$ cat src/rtl/core/etud_pkg.sv
// Shared types, constants and helpers for the escape-to-UTF-8 decoder.
package etud_pkg;

  localparam int CP_W            = 31;
  localparam int LEN_W           = 3;
  localparam int QUEUE_DEPTH_DEF = 2;

  typedef struct packed {
    logic [CP_W-1:0]  data;
    logic [LEN_W-1:0] len;
    logic             last;
    logic             error;
  } job_t;

  function automatic logic [7:0] lead_byte(input logic [LEN_W-1:0] len);
    logic [7:0] lead;
    case (len)
      LEN_W'(2): lead = 8'hC0;
      LEN_W'(3): lead = 8'hE0;
      LEN_W'(4): lead = 8'hF0;
      LEN_W'(5): lead = 8'hF8;
      LEN_W'(6): lead = 8'hFC;
      default:   lead = 8'h00;
    endcase
    return lead;
  endfunction

endpackage

$ cat src/rtl/core/etud_front.sv
// Front end: accepts items, tracks escape state and issues output jobs.
module etud_front (
  input  logic          clk,
  input  logic          rst,
  input  logic          in_valid,
  output logic          in_ready,
  input  logic          kind,
  input  logic [7:0]    in_byte,
  input  logic          q_full,
  output logic          push,
  output etud_pkg::job_t push_job
);
  import etud_pkg::*;

  typedef enum logic [1:0] {MODE_PLAIN, MODE_AFTER_BS, MODE_HEX} mode_t;

  localparam logic [7:0] CH_BSLASH = 8'h5C;
  localparam logic [7:0] CH_A      = 8'h61;
  localparam logic [7:0] CH_B      = 8'h62;
  localparam logic [7:0] CH_T      = 8'h74;
  localparam logic [7:0] CH_N      = 8'h6E;
  localparam logic [7:0] CH_V      = 8'h76;
  localparam logic [7:0] CH_F      = 8'h66;
  localparam logic [7:0] CH_R      = 8'h72;
  localparam logic [7:0] CH_E      = 8'h65;
  localparam logic [7:0] CH_X      = 8'h78;
  localparam logic [7:0] CH_LU     = 8'h75;
  localparam logic [7:0] CH_UU     = 8'h55;
  localparam logic [7:0] CODE_ESC  = 8'h1B;

  mode_t       mode, mode_next;
  logic [3:0]  digits, digits_next, digits_dec;
  logic [31:0] acc, acc_next, acc_shift;
  logic        error_seen, error_seen_next;
  logic        take, push_raw;
  logic        hex_ok;
  logic [3:0]  hex_val;
  logic [LEN_W-1:0] cp_len;
  job_t        job;

  assign in_ready = !q_full;
  assign take     = in_valid && in_ready;
  assign push     = take && push_raw;
  assign push_job = job;

  always_comb begin
    hex_ok  = 1'b1;
    hex_val = 4'd0;
    if (in_byte >= 8'h30 && in_byte <= 8'h39) begin
      hex_val = in_byte[3:0];
    end else if ((in_byte >= 8'h61 && in_byte <= 8'h66) ||
                 (in_byte >= 8'h41 && in_byte <= 8'h46)) begin
      hex_val = in_byte[3:0] + 4'd9;
    end else begin
      hex_ok = 1'b0;
    end
  end

  assign acc_shift  = {acc[27:0], hex_val};
  assign digits_dec = (digits == 4'd0) ? 4'd0 : digits - 4'd1;

  always_comb begin
    if (acc_shift[30:7] == '0) begin
      cp_len = LEN_W'(1);
    end else if (acc_shift[30:11] == '0) begin
      cp_len = LEN_W'(2);
    end else if (acc_shift[30:16] == '0) begin
      cp_len = LEN_W'(3);
    end else if (acc_shift[30:21] == '0) begin
      cp_len = LEN_W'(4);
    end else if (acc_shift[30:26] == '0) begin
      cp_len = LEN_W'(5);
    end else begin
      cp_len = LEN_W'(6);
    end
  end

  always_comb begin
    mode_next       = mode;
    digits_next     = digits;
    acc_next        = acc;
    error_seen_next = error_seen;
    push_raw        = 1'b0;
    job.data        = '0;
    job.len         = LEN_W'(1);
    job.last        = 1'b0;
    job.error       = 1'b0;
    if (kind) begin
      mode_next       = MODE_PLAIN;
      digits_next     = 4'd0;
      acc_next        = '0;
      error_seen_next = 1'b0;
      if (!error_seen) begin
        push_raw  = 1'b1;
        job.last  = 1'b1;
        job.error = (mode == MODE_AFTER_BS) || (mode == MODE_HEX);
      end
    end else if (!error_seen) begin
      case (mode)
        MODE_AFTER_BS: begin
          mode_next = MODE_PLAIN;
          push_raw  = 1'b1;
          job.data  = {{(CP_W-8){1'b0}}, in_byte};
          case (in_byte)
            CH_A:    job.data[7:0] = 8'h07;
            CH_B:    job.data[7:0] = 8'h08;
            CH_T:    job.data[7:0] = 8'h09;
            CH_N:    job.data[7:0] = 8'h0A;
            CH_V:    job.data[7:0] = 8'h0B;
            CH_F:    job.data[7:0] = 8'h0C;
            CH_R:    job.data[7:0] = 8'h0D;
            CH_E:    job.data[7:0] = CODE_ESC;
            CH_X: begin
              push_raw = 1'b0; mode_next = MODE_HEX; digits_next = 4'd2; acc_next = '0;
            end
            CH_LU: begin
              push_raw = 1'b0; mode_next = MODE_HEX; digits_next = 4'd4; acc_next = '0;
            end
            CH_UU: begin
              push_raw = 1'b0; mode_next = MODE_HEX; digits_next = 4'd8; acc_next = '0;
            end
            default: ;
          endcase
        end
        MODE_HEX: begin
          if (!hex_ok) begin
            mode_next       = MODE_PLAIN;
            digits_next     = 4'd0;
            acc_next        = '0;
            error_seen_next = 1'b1;
            push_raw        = 1'b1;
            job.last        = 1'b1;
            job.error       = 1'b1;
          end else begin
            acc_next    = acc_shift;
            digits_next = digits_dec;
            if (digits_dec == 4'd0) begin
              mode_next = MODE_PLAIN;
              acc_next  = '0;
              push_raw  = 1'b1;
              if (acc_shift[31]) begin
                digits_next     = 4'd0;
                error_seen_next = 1'b1;
                job.last        = 1'b1;
                job.error       = 1'b1;
              end else begin
                job.data = acc_shift[CP_W-1:0];
                job.len  = cp_len;
              end
            end
          end
        end
        default: begin
          mode_next = MODE_PLAIN;
          if (in_byte == CH_BSLASH) begin
            mode_next = MODE_AFTER_BS;
          end else begin
            push_raw = 1'b1;
            job.data = {{(CP_W-8){1'b0}}, in_byte};
          end
        end
      endcase
    end
  end

  always_ff @(posedge clk) begin
    if (rst) begin
      mode       <= MODE_PLAIN;
      digits     <= 4'd0;
      acc        <= '0;
      error_seen <= 1'b0;
    end else if (take) begin
      mode       <= mode_next;
      digits     <= digits_next;
      acc        <= acc_next;
      error_seen <= error_seen_next;
    end
  end

  a_error_plain: assert property (@(posedge clk) disable iff (rst)
    error_seen |-> (mode == MODE_PLAIN && digits == 4'd0))
    else $error("front: error state left escape open");

endmodule

$ cat src/rtl/core/etud_queue.sv
// Short job queue between the front end and the UTF-8 back end.
module etud_queue #(
  parameter int DEPTH = etud_pkg::QUEUE_DEPTH_DEF
) (
  input  logic           clk,
  input  logic           rst,
  input  logic           push,
  input  etud_pkg::job_t push_job,
  output logic           full,
  input  logic           pop,
  output logic           q_valid,
  output etud_pkg::job_t head
);
  import etud_pkg::*;

  localparam int PTR_W = (DEPTH > 1) ? $clog2(DEPTH) : 1;
  localparam int CNT_W = $clog2(DEPTH + 1);

  job_t             mem [DEPTH];
  logic [PTR_W-1:0] wr_ptr, rd_ptr;
  logic [CNT_W-1:0] count;

  assign full    = (count == CNT_W'(DEPTH));
  assign q_valid = (count != '0);
  assign head    = mem[rd_ptr];

  always_ff @(posedge clk) begin
    if (push) begin
      mem[wr_ptr] <= push_job;
    end
  end

  always_ff @(posedge clk) begin
    if (rst) begin
      wr_ptr <= '0;
      rd_ptr <= '0;
      count  <= '0;
    end else begin
      if (push) begin
        wr_ptr <= (wr_ptr == PTR_W'(DEPTH - 1)) ? '0 : wr_ptr + PTR_W'(1);
      end
      if (pop) begin
        rd_ptr <= (rd_ptr == PTR_W'(DEPTH - 1)) ? '0 : rd_ptr + PTR_W'(1);
      end
      if (push && !pop) begin
        count <= count + CNT_W'(1);
      end else if (pop && !push) begin
        count <= count - CNT_W'(1);
      end
    end
  end

  a_no_overflow: assert property (@(posedge clk) disable iff (rst) push |-> !full)
    else $error("queue: push while full");
  a_no_underflow: assert property (@(posedge clk) disable iff (rst) pop |-> q_valid)
    else $error("queue: pop while empty");

endmodule

$ cat src/rtl/core/etud_back.sv
// Back end: expands jobs into UTF-8 bytes behind an output register.
module etud_back (
  input  logic           clk,
  input  logic           rst,
  input  logic           q_valid,
  input  etud_pkg::job_t q_job,
  output logic           pop,
  output logic           out_valid,
  input  logic           out_ready,
  output logic [7:0]     out_byte,
  output logic           last,
  output logic           error
);
  import etud_pkg::*;

  logic             active;
  job_t             held;
  logic [LEN_W-1:0] rem;
  job_t             cur;
  logic             cur_valid, fire;
  logic [LEN_W-1:0] idx;
  logic [CP_W-1:0]  shifted;
  logic [7:0]       byte_val;

  assign cur       = active ? held : q_job;
  assign cur_valid = active || q_valid;
  assign idx       = active ? rem : q_job.len - LEN_W'(1);
  assign fire      = cur_valid && (!out_valid || out_ready);
  assign pop       = fire && !active;

  always_comb begin
    case (idx)
      LEN_W'(0): shifted = cur.data;
      LEN_W'(1): shifted = cur.data >> 6;
      LEN_W'(2): shifted = cur.data >> 12;
      LEN_W'(3): shifted = cur.data >> 18;
      LEN_W'(4): shifted = cur.data >> 24;
      default:   shifted = cur.data >> 30;
    endcase
  end

  always_comb begin
    if (cur.len == LEN_W'(1)) begin
      byte_val = cur.data[7:0];
    end else if (!active) begin
      byte_val = lead_byte(cur.len) | shifted[7:0];
    end else begin
      byte_val = {2'b10, shifted[5:0]};
    end
  end

  always_ff @(posedge clk) begin
    if (rst) begin
      active    <= 1'b0;
      out_valid <= 1'b0;
    end else begin
      if (fire) begin
        out_valid <= 1'b1;
      end else if (out_ready) begin
        out_valid <= 1'b0;
      end
      if (fire) begin
        if (!active) begin
          if (idx != '0) begin
            active <= 1'b1;
          end
        end else if (rem == '0) begin
          active <= 1'b0;
        end
      end
    end
  end

  always_ff @(posedge clk) begin
    if (fire) begin
      out_byte <= byte_val;
      last     <= cur.last;
      error    <= cur.error;
      if (!active) begin
        held <= q_job;
        rem  <= idx - LEN_W'(1);
      end else begin
        rem  <= rem - LEN_W'(1);
      end
    end
  end

  a_error_last: assert property (@(posedge clk) disable iff (rst)
    (out_valid && error) |-> last)
    else $error("back: error result not marked last");
  a_active_multi: assert property (@(posedge clk) disable iff (rst)
    active |-> (held.len > LEN_W'(1) && !held.last && rem < held.len))
    else $error("back: held job is not a multi-byte sequence");

endmodule

$ cat src/rtl/core/escape_to_utf8_decoder.sv
// Top level of the escape-to-UTF-8 decoder: front end, job queue, back end.
// An item's first result passes the job queue, then the back end's output register.
// Throughput: one item per cycle while the queue is not full; a multi-byte UTF-8
// sequence holds the back end until all its bytes are sent, one output byte per cycle
// unless out_ready stalls it. Reset (rst, synchronous): escape state clears, the queue empties, no output.
module escape_to_utf8_decoder #(
  parameter int QUEUE_DEPTH = etud_pkg::QUEUE_DEPTH_DEF
) (
  input  logic       clk,
  input  logic       rst,
  input  logic       in_valid,
  output logic       in_ready,
  input  logic       kind,
  input  logic [7:0] in_byte,
  output logic       out_valid,
  input  logic       out_ready,
  output logic [7:0] out_byte,
  output logic       last,
  output logic       error
);
  import etud_pkg::*;

  logic push, full, pop, q_valid;
  job_t push_job, head;

  etud_front u_front (
    .clk      (clk),
    .rst      (rst),
    .in_valid (in_valid),
    .in_ready (in_ready),
    .kind     (kind),
    .in_byte  (in_byte),
    .q_full   (full),
    .push     (push),
    .push_job (push_job)
  );

  etud_queue #(.DEPTH(QUEUE_DEPTH)) u_queue (
    .clk      (clk),
    .rst      (rst),
    .push     (push),
    .push_job (push_job),
    .full     (full),
    .pop      (pop),
    .q_valid  (q_valid),
    .head     (head)
  );

  etud_back u_back (
    .clk       (clk),
    .rst       (rst),
    .q_valid   (q_valid),
    .q_job     (head),
    .pop       (pop),
    .out_valid (out_valid),
    .out_ready (out_ready),
    .out_byte  (out_byte),
    .last      (last),
    .error     (error)
  );

endmodule
$ cat config.mk
export PLATFORM = sky130hd
export DESIGN_NAME = escape_to_utf8_decoder
export DESIGN_NICKNAME = d
export VERILOG_FILES = /design/src/rtl/core/etud_pkg.sv /design/src/rtl/core/etud_front.sv /design/src/rtl/core/etud_queue.sv /design/src/rtl/core/etud_back.sv /design/src/rtl/core/escape_to_utf8_decoder.sv
export SDC_FILE = /design/constraint.sdc
export NUM_CORES = 1
export LEC_CHECK = 0
export BUFFER_PORTS_ARGS = -buffer_cell sky130_fd_sc_hd__buf_2
export CAP_MARGIN = 5
export CORE_UTILIZATION = 60
export CTS_CLUSTER_SIZE = 28
export DETAILED_ROUTE_END_ITERATION = 8
export PLACE_DENSITY = 0.81
export SYNTH_ARGS = -nofsm -noshare
export SYNTH_HDL_FRONTEND = slang
export SYNTH_SLANG_ARGS = --single-unit
$ cat constraint.sdc
create_clock -name clk -period 5.85 [get_ports clk]
set_input_delay 0.8775 -clock clk [delete_from_list [all_inputs] [get_ports clk]]
set_output_delay 0.8775 -clock clk [all_outputs]
set_load 0.02 [all_outputs]
# == Yosys cells after proc, flatten, opt, wreduce, memory -nomap -nowiden ==
# Memories as Yosys holds them, arrays and structs flattened. A register that Yosys moved wholly into a read port is not among the register bits.
# Cells that the tools add are included.
# totals
reg_bits,88
latchBits,0
ram_bits,72
mem_bits_ro,0
in_bits,13
out_inout_bits,12
elab_cells,178
n_memories,1
# classes
n_addsub,9
n_mul,0
div_mod_pow,0
order_cmp,6
eq_ne,29
shift,0
muxes,79
bitwise,2
reduce_logical,37
# memory_table
name,words,width,rd,rd_clocked_by_memory_dff,write_ports,line_no,source
u_queue.mem,2,36,1,1,1,etud_queue.sv:19,job_t mem [DEPTH];
# ops
cell,n
28-bit 2-to-1 mux,5
36-bit 2-to-1 mux,3
34-bit 2-to-1 mux,3
"8-bit by 7-bit equality test with 1-bit output, second input constant",12
8-bit case mux with 5 select lines,2
8-bit case mux with 8 select lines,1
31-bit case mux with 2 select lines,1
28-bit case mux with 2 select lines,1
8-bit 2-to-1 mux,5
4-bit 2-to-1 mux,8
1-bit 2-to-1 mux,27
24-bit logical NOT,1
2-bit 2-to-1 mux,12
20-bit logical NOT,1
3-bit 2-to-1 mux,6
"8-bit by 7-bit >= comparator with 1-bit output, second input constant",2
"8-bit by 7-bit <= comparator with 1-bit output, second input constant",2
15-bit logical NOT,1
"3-bit by 2-bit equality test with 1-bit output, second input constant",4
"3-bit equality test, second input constant",4
4-bit case mux with 3 select lines,1
10-bit logical NOT,1
1-bit logical AND,9
"3-bit by 1-bit subtractor with 3-bit output, second input constant",3
other kinds (31),47

# == Longest topological paths before layout ==
# depth
word_depth,14
mapped_depth,13
depth_no_buf,11

# == By module ==
# From an unflattened synthesis, not the netlist that was laid out.
# unflattened
hier_cells,615
hier_area_um2,7836.3
# modules_own_cells
mod,n_inst,cells_per_inst,area_per_inst_um2,seq_area_each_um2
etud_queue,1,134,2816.5,2262.2
etud_back,1,212,2692.6,1451.4
etud_front,1,269,2327.2,700.7

# == Worst setup path before layout ==
# No wires, ideal clock.
# synth_path
path_type,input-to-reg
startpoint,input port in_byte[0]
endpoint,"memory u_queue.mem[0][0] in the netlist's numbering, enable pin"
setup_ps,433
arrival_ps,4058
required_ps,5417
setup_slack_ps,1359
stages,8
n_path_buf,1
cell_sequence,clkbuf_1 > inv_1 > ha_1 > nor4b_1 > nor4_2 > a311o_1 > o22ai_1 > nor2b_1
# synth_via
elab_chain_cells,12
word_cells_on_any_way,26
cone_classes,6 x order compare; 4 x eq/ne; 10 x mux; 6 x reduce/logical
# synth_rtl
element,line_no,source
start: declaration,escape_to_utf8_decoder.sv:14,"input logic [7:0] in_byte,"
"8-bit by 7-bit >= comparator with 1-bit output, or another cell as far along",etud_front.sv:51,end else if ((in_byte >= 8'h61 && in_byte <= 8'h66) ||
1-bit logical AND (on tied branches),"etud_front.sv:51, etud_front.sv:52",
1-bit logical OR,etud_front.sv:51,
1-bit 2-to-1 mux,etud_front.sv:51,
1-bit 2-to-1 mux,etud_front.sv:49,if (in_byte >= 8'h30 && in_byte <= 8'h39) begin
1-bit 2-to-1 mux,etud_front.sv:126,if (!hex_ok) begin
1-bit case mux with 2 select lines *,etud_front.sv:99,case (mode)
1-bit 2-to-1 mux *,etud_front.sv:98,end else if (!error_seen) begin
1-bit 2-to-1 mux *,etud_front.sv:88,if (kind) begin
1-bit logical AND *,etud_front.sv:43,assign push = take && push_raw;
named net push,escape_to_utf8_decoder.sv:23,"logic push, full, pop, q_valid;"
1-bit 2-to-1 mux *,etud_queue.sv:28,if (push) begin
1-bit 2-to-1 mux (not written as such) *,etud_queue.sv:29,mem[wr_ptr] <= push_job;
end: declaration,etud_queue.sv:19,
# Mark *: on every way through the listed nets, which the timed path passes. The rest lies on a longest branch.

==> impl_metrics.py <==
metrics = {
    "clock_network": {
        "cts_buffers": 17,
        "clock-root-buffer": "clkbuf_16",
        "cts_resized": 0,
        "cts_buffer_depth": 2,
        "clk_latency_ns": 0.42,
        "cts_tree": "built",
        "cts_setup_buffers": 0,
        "clkSinkCount": 161,
        "cts-hold-fix-buffers": 0,
        "cts-htree-levels": 4,
        "clkTransAtPathRegs_ns": 0.07,
    },
    "worst_setup_path": {
        "rr_worst_depth": 9,
        "path_cells": "mux2i_1, ha_1, mux2i_1, inv_1, ha_1, or3_1, a31oi_1, or2_1, o211ai_1",
        "required_ns": 6.01,
        "ff2ff_setup_slack_ns": 2.27,
        "worstSetupEndpointType": "flip-flop",
        "crit-reg2reg-capture": "u_back.out_byte[4]",
        "max_stage_delay_ns": 0.99,
        "crit_fanout": 37,
        "critPathKind": "flip-flop to flip-flop",
        "worstPathArrival_ns": 3.75,
        "crit_slowest_cell": "dfxtp_2",
        "cp-start-kind": "flip-flop",
    },
    "floorplanning": {
        "row_count": 41,
        "core_um2": 12800,
        "ios": 25,
        "die_w_um": 117,
        "die_y_um": 117,
        "die-area_um2": 13800,
        "start_util": 0.624,
    },
    "hold_path": {
        "holdPathStages": 2,
        "hold_path_startpoint": "u_front.mode[1]",
        "min_to": "u_front.mode[1]",
        "min_path_type": "flip-flop to flip-flop",
    },
    "routing": {
        "highest_layer": "met4",
        "wl_met3_um": 802,
        "drtPass1Iterations": 5,
        "drt_iter0_markers": 554,
        "wl_met2_um": 8680,
        "route.detailed.drc": 0,
        "wl_per_cell_um": 19.5,
        "drtAntennaViolNets": 0,
        "wl_um": 17400,
        "vias": 5593,
        "viasPerCell": 6.28,
        "wl_met1_um": 7440,
    },
    "place": {
        "port_buffers": 24,
        "place_hpwl_um": 12100,
        "place_congestion": 0.959,
        "placed_area_um2": 8170,
    },
    "logic_synthesis": {
        "netlist_top_cells_area": "edfxtp_1 (45%), dfxtp_1 (11%), mux2i_1 (4.0%)",
        "synthDistinctLibCells": 70,
        "synth_compound_area_frac": 0.157,
        "synth.area.mux_share": 0.0698,
        "synthAdderAreaFrac": 0.0235,
        "yosys.area_share.simple": 0.150,
        "synthArstFlopShare": 0,
        "synth_edf_count": 119,
        "syn-num-nets": 728,
        "yosys.area.top_type_share": 0.448,
        "synthesis.area_um2": 7970,
        "synth_top_cell_by_area": "edfxtp_1",
        "synthTopCellsByCount": "edfxtp_1 (119), nand2_1 (50), dfxtp_1 (42)",
        "synth_xor_xnor_area_share": 0.00989,
        "yosysSeqAreaShare": 0.554,
        "syn_avg_cell_area_um2": 11.4,
        "synth_top_family_by_area": "compound AO/OA/AOI/OAI gates",
        "synth_most_common_cell": "edfxtp_1",
        "ys_warn_count": 0,
        "synth-seq-cells": 161,
        "syn_inst": 700,
        "synth_flop_cell": "edfxtp_1",
    },
    "timing": {
        "finalCritPeriodShare": 0.613,
        "finalHoldViolCount": 0,
        "clock_skew_ns": 0.00967,
        "max_slew.worst_pin.slew_ns": 1.16,
        "drv_slew": 0,
        "rsz0062_at_grt": "false",
        "finalCriticalPeriod_ns": 3.58,
        "fmax_mhz": 279,
        "setup_tns_ns": 0,
        "setup_violations": 0,
        "slew_headroom": 0.221,
    },
    "pwr": {
        "ir_worst_vdd_uv": 228,
        "power_density_nw_per_um2": 466,
        "leakage_nw": 3.17,
        "power.total_mw": 4.06,
    },
    "finish": {
        "seq_area_um2": 4420,
        "fillers": 926,
        "final_area_um2": 8720,
        "antennaDiodeCount": 0,
        "utilization": 0.683,
        "fin_nets": 734,
        "drive_gt1_frac": 0.115,
        "syn_to_final_growth_pct": 9.37,
        "multi_input_area_um2": 3270,
    },
    "grt": {
        "grt_pass1_vias": 5254,
        "grtUsageTotal": 0.267,
        "antenna_found_initial": 0,
        "grt_pass1_wl_um": 27200,
        "grt_max_degree": 53,
        "grt_overflow": 0,
    },
    "flow_run": {
        "maxCapViolCount": 0,
    },
    "status": {
        "status": "finished, final reports clean",
    },
}
==> cell families after synthesis <==
logic type,Yosys count
buffers and inverters,70
muxes,53
adders and majority gates,15
xor gates and xnor gates,9
AOI/OAI and AO/OA,178
and+or+nand+nor,214
DFF,161
==> registers in the layout, indices dropped and copies added, names as in the netlist, named ones only <==
signal and count:
u_queue.rd_ptr 1, u_back.last 1, u_front.mode 2, u_queue.mem 72
u_front.acc 28, u_front.digits 4, u_back.rem 3, u_back.out_valid 1
u_queue.wr_ptr 1, u_back.error 1, u_back.held 34, u_front.error_seen 1
u_back.active 1, u_back.out_byte 8, u_queue.count 2
==> placed cells by master (no fill, tap or decap), types with 13 or more instances in the layout <==
master and instances:
inv_1 25, ha_1 15, a21oi_1 20, nand2_1 50
o21ai_0 19, o21a_1 14, nor3_1 17, nor2_1 30
dfxtp_1 40, clkbuf_16 17, buf_2 24, mux2i_1 32
o21ai_1 21, and2_1 28, nand2b_1 13, edfxtp_1 119
a22o_1 29
==> how the worst max path moves through the flow <==
stage / start / end / slack (ns) / cells past startpoint
after global placement: in_byte[0] / u_queue.mem[0][22] / 2.13 / 9
after detailed placement: in_byte[1] / u_queue.count[1] / 2.05 / 10
after floorplan: in_byte[0] / u_queue.mem[0][0] / 1.36 / 8
after global routing: flip-flop / u_back.out_byte[4] / 2.04 / 9
after CTS: flip-flop / u_back.out_byte[4] / 2.27 / 9
final: flip-flop / u_back.out_byte[4] / 2.27 / 9
==> layer usage <==
layer,vias up,global-route usage
met4,0,0.116
met3,33,0.0448
met5,-,0
li1,2665,-
met1,2669,0.345
met2,226,0.444
==> cell type report <==
| class | count | share of cell area |
|---|---|---|
| flip-flops and latches | 161 | 0.506 |
| multi-input cells | 469 | 0.375 |
| repair buffers | 29 | 0.0181 |
| clock buffers | 19 | 0.0519 |
| inverters | 28 | 0.0121 |
| well taps | 172 | 0.0247 |
| clock inverters | 13 | 0.0115 |
==> stage by stage <==
stage	setup slack (ns)	std cells	hold slack (ns)
finish	2.27	891	0.507
CTS	2.27	891	0.509
floorplan	1.36	700	0.464
detailed placement	2.05	859	0.495
global placement	2.13	859	0.481
global route	2.04	891	0.532
==> critical path, delay by kind of cell (launching register included) <==
kind,cells,cell delay [ns]
AND/OR/NAND/NOR,2,0.58
buffers and inverters,1,0.12
flip-flops,1,0.99
multiplexers,2,0.74
AO/OA/AOI/OAI,2,0.28
adder cells (fa/ha/maj),2,0.63
==> report_power, final <==
part / total (mW) / leakage, nW / switching [mW] / internal, mW
clock network: 1.02 / 0.283 / 0.448 / 0.573
logic: 1.27 / 1.39 / 0.814 / 0.460
registers: 1.77 / 1.50 / 0.155 / 1.61
(Power assumes the default switching activity.)
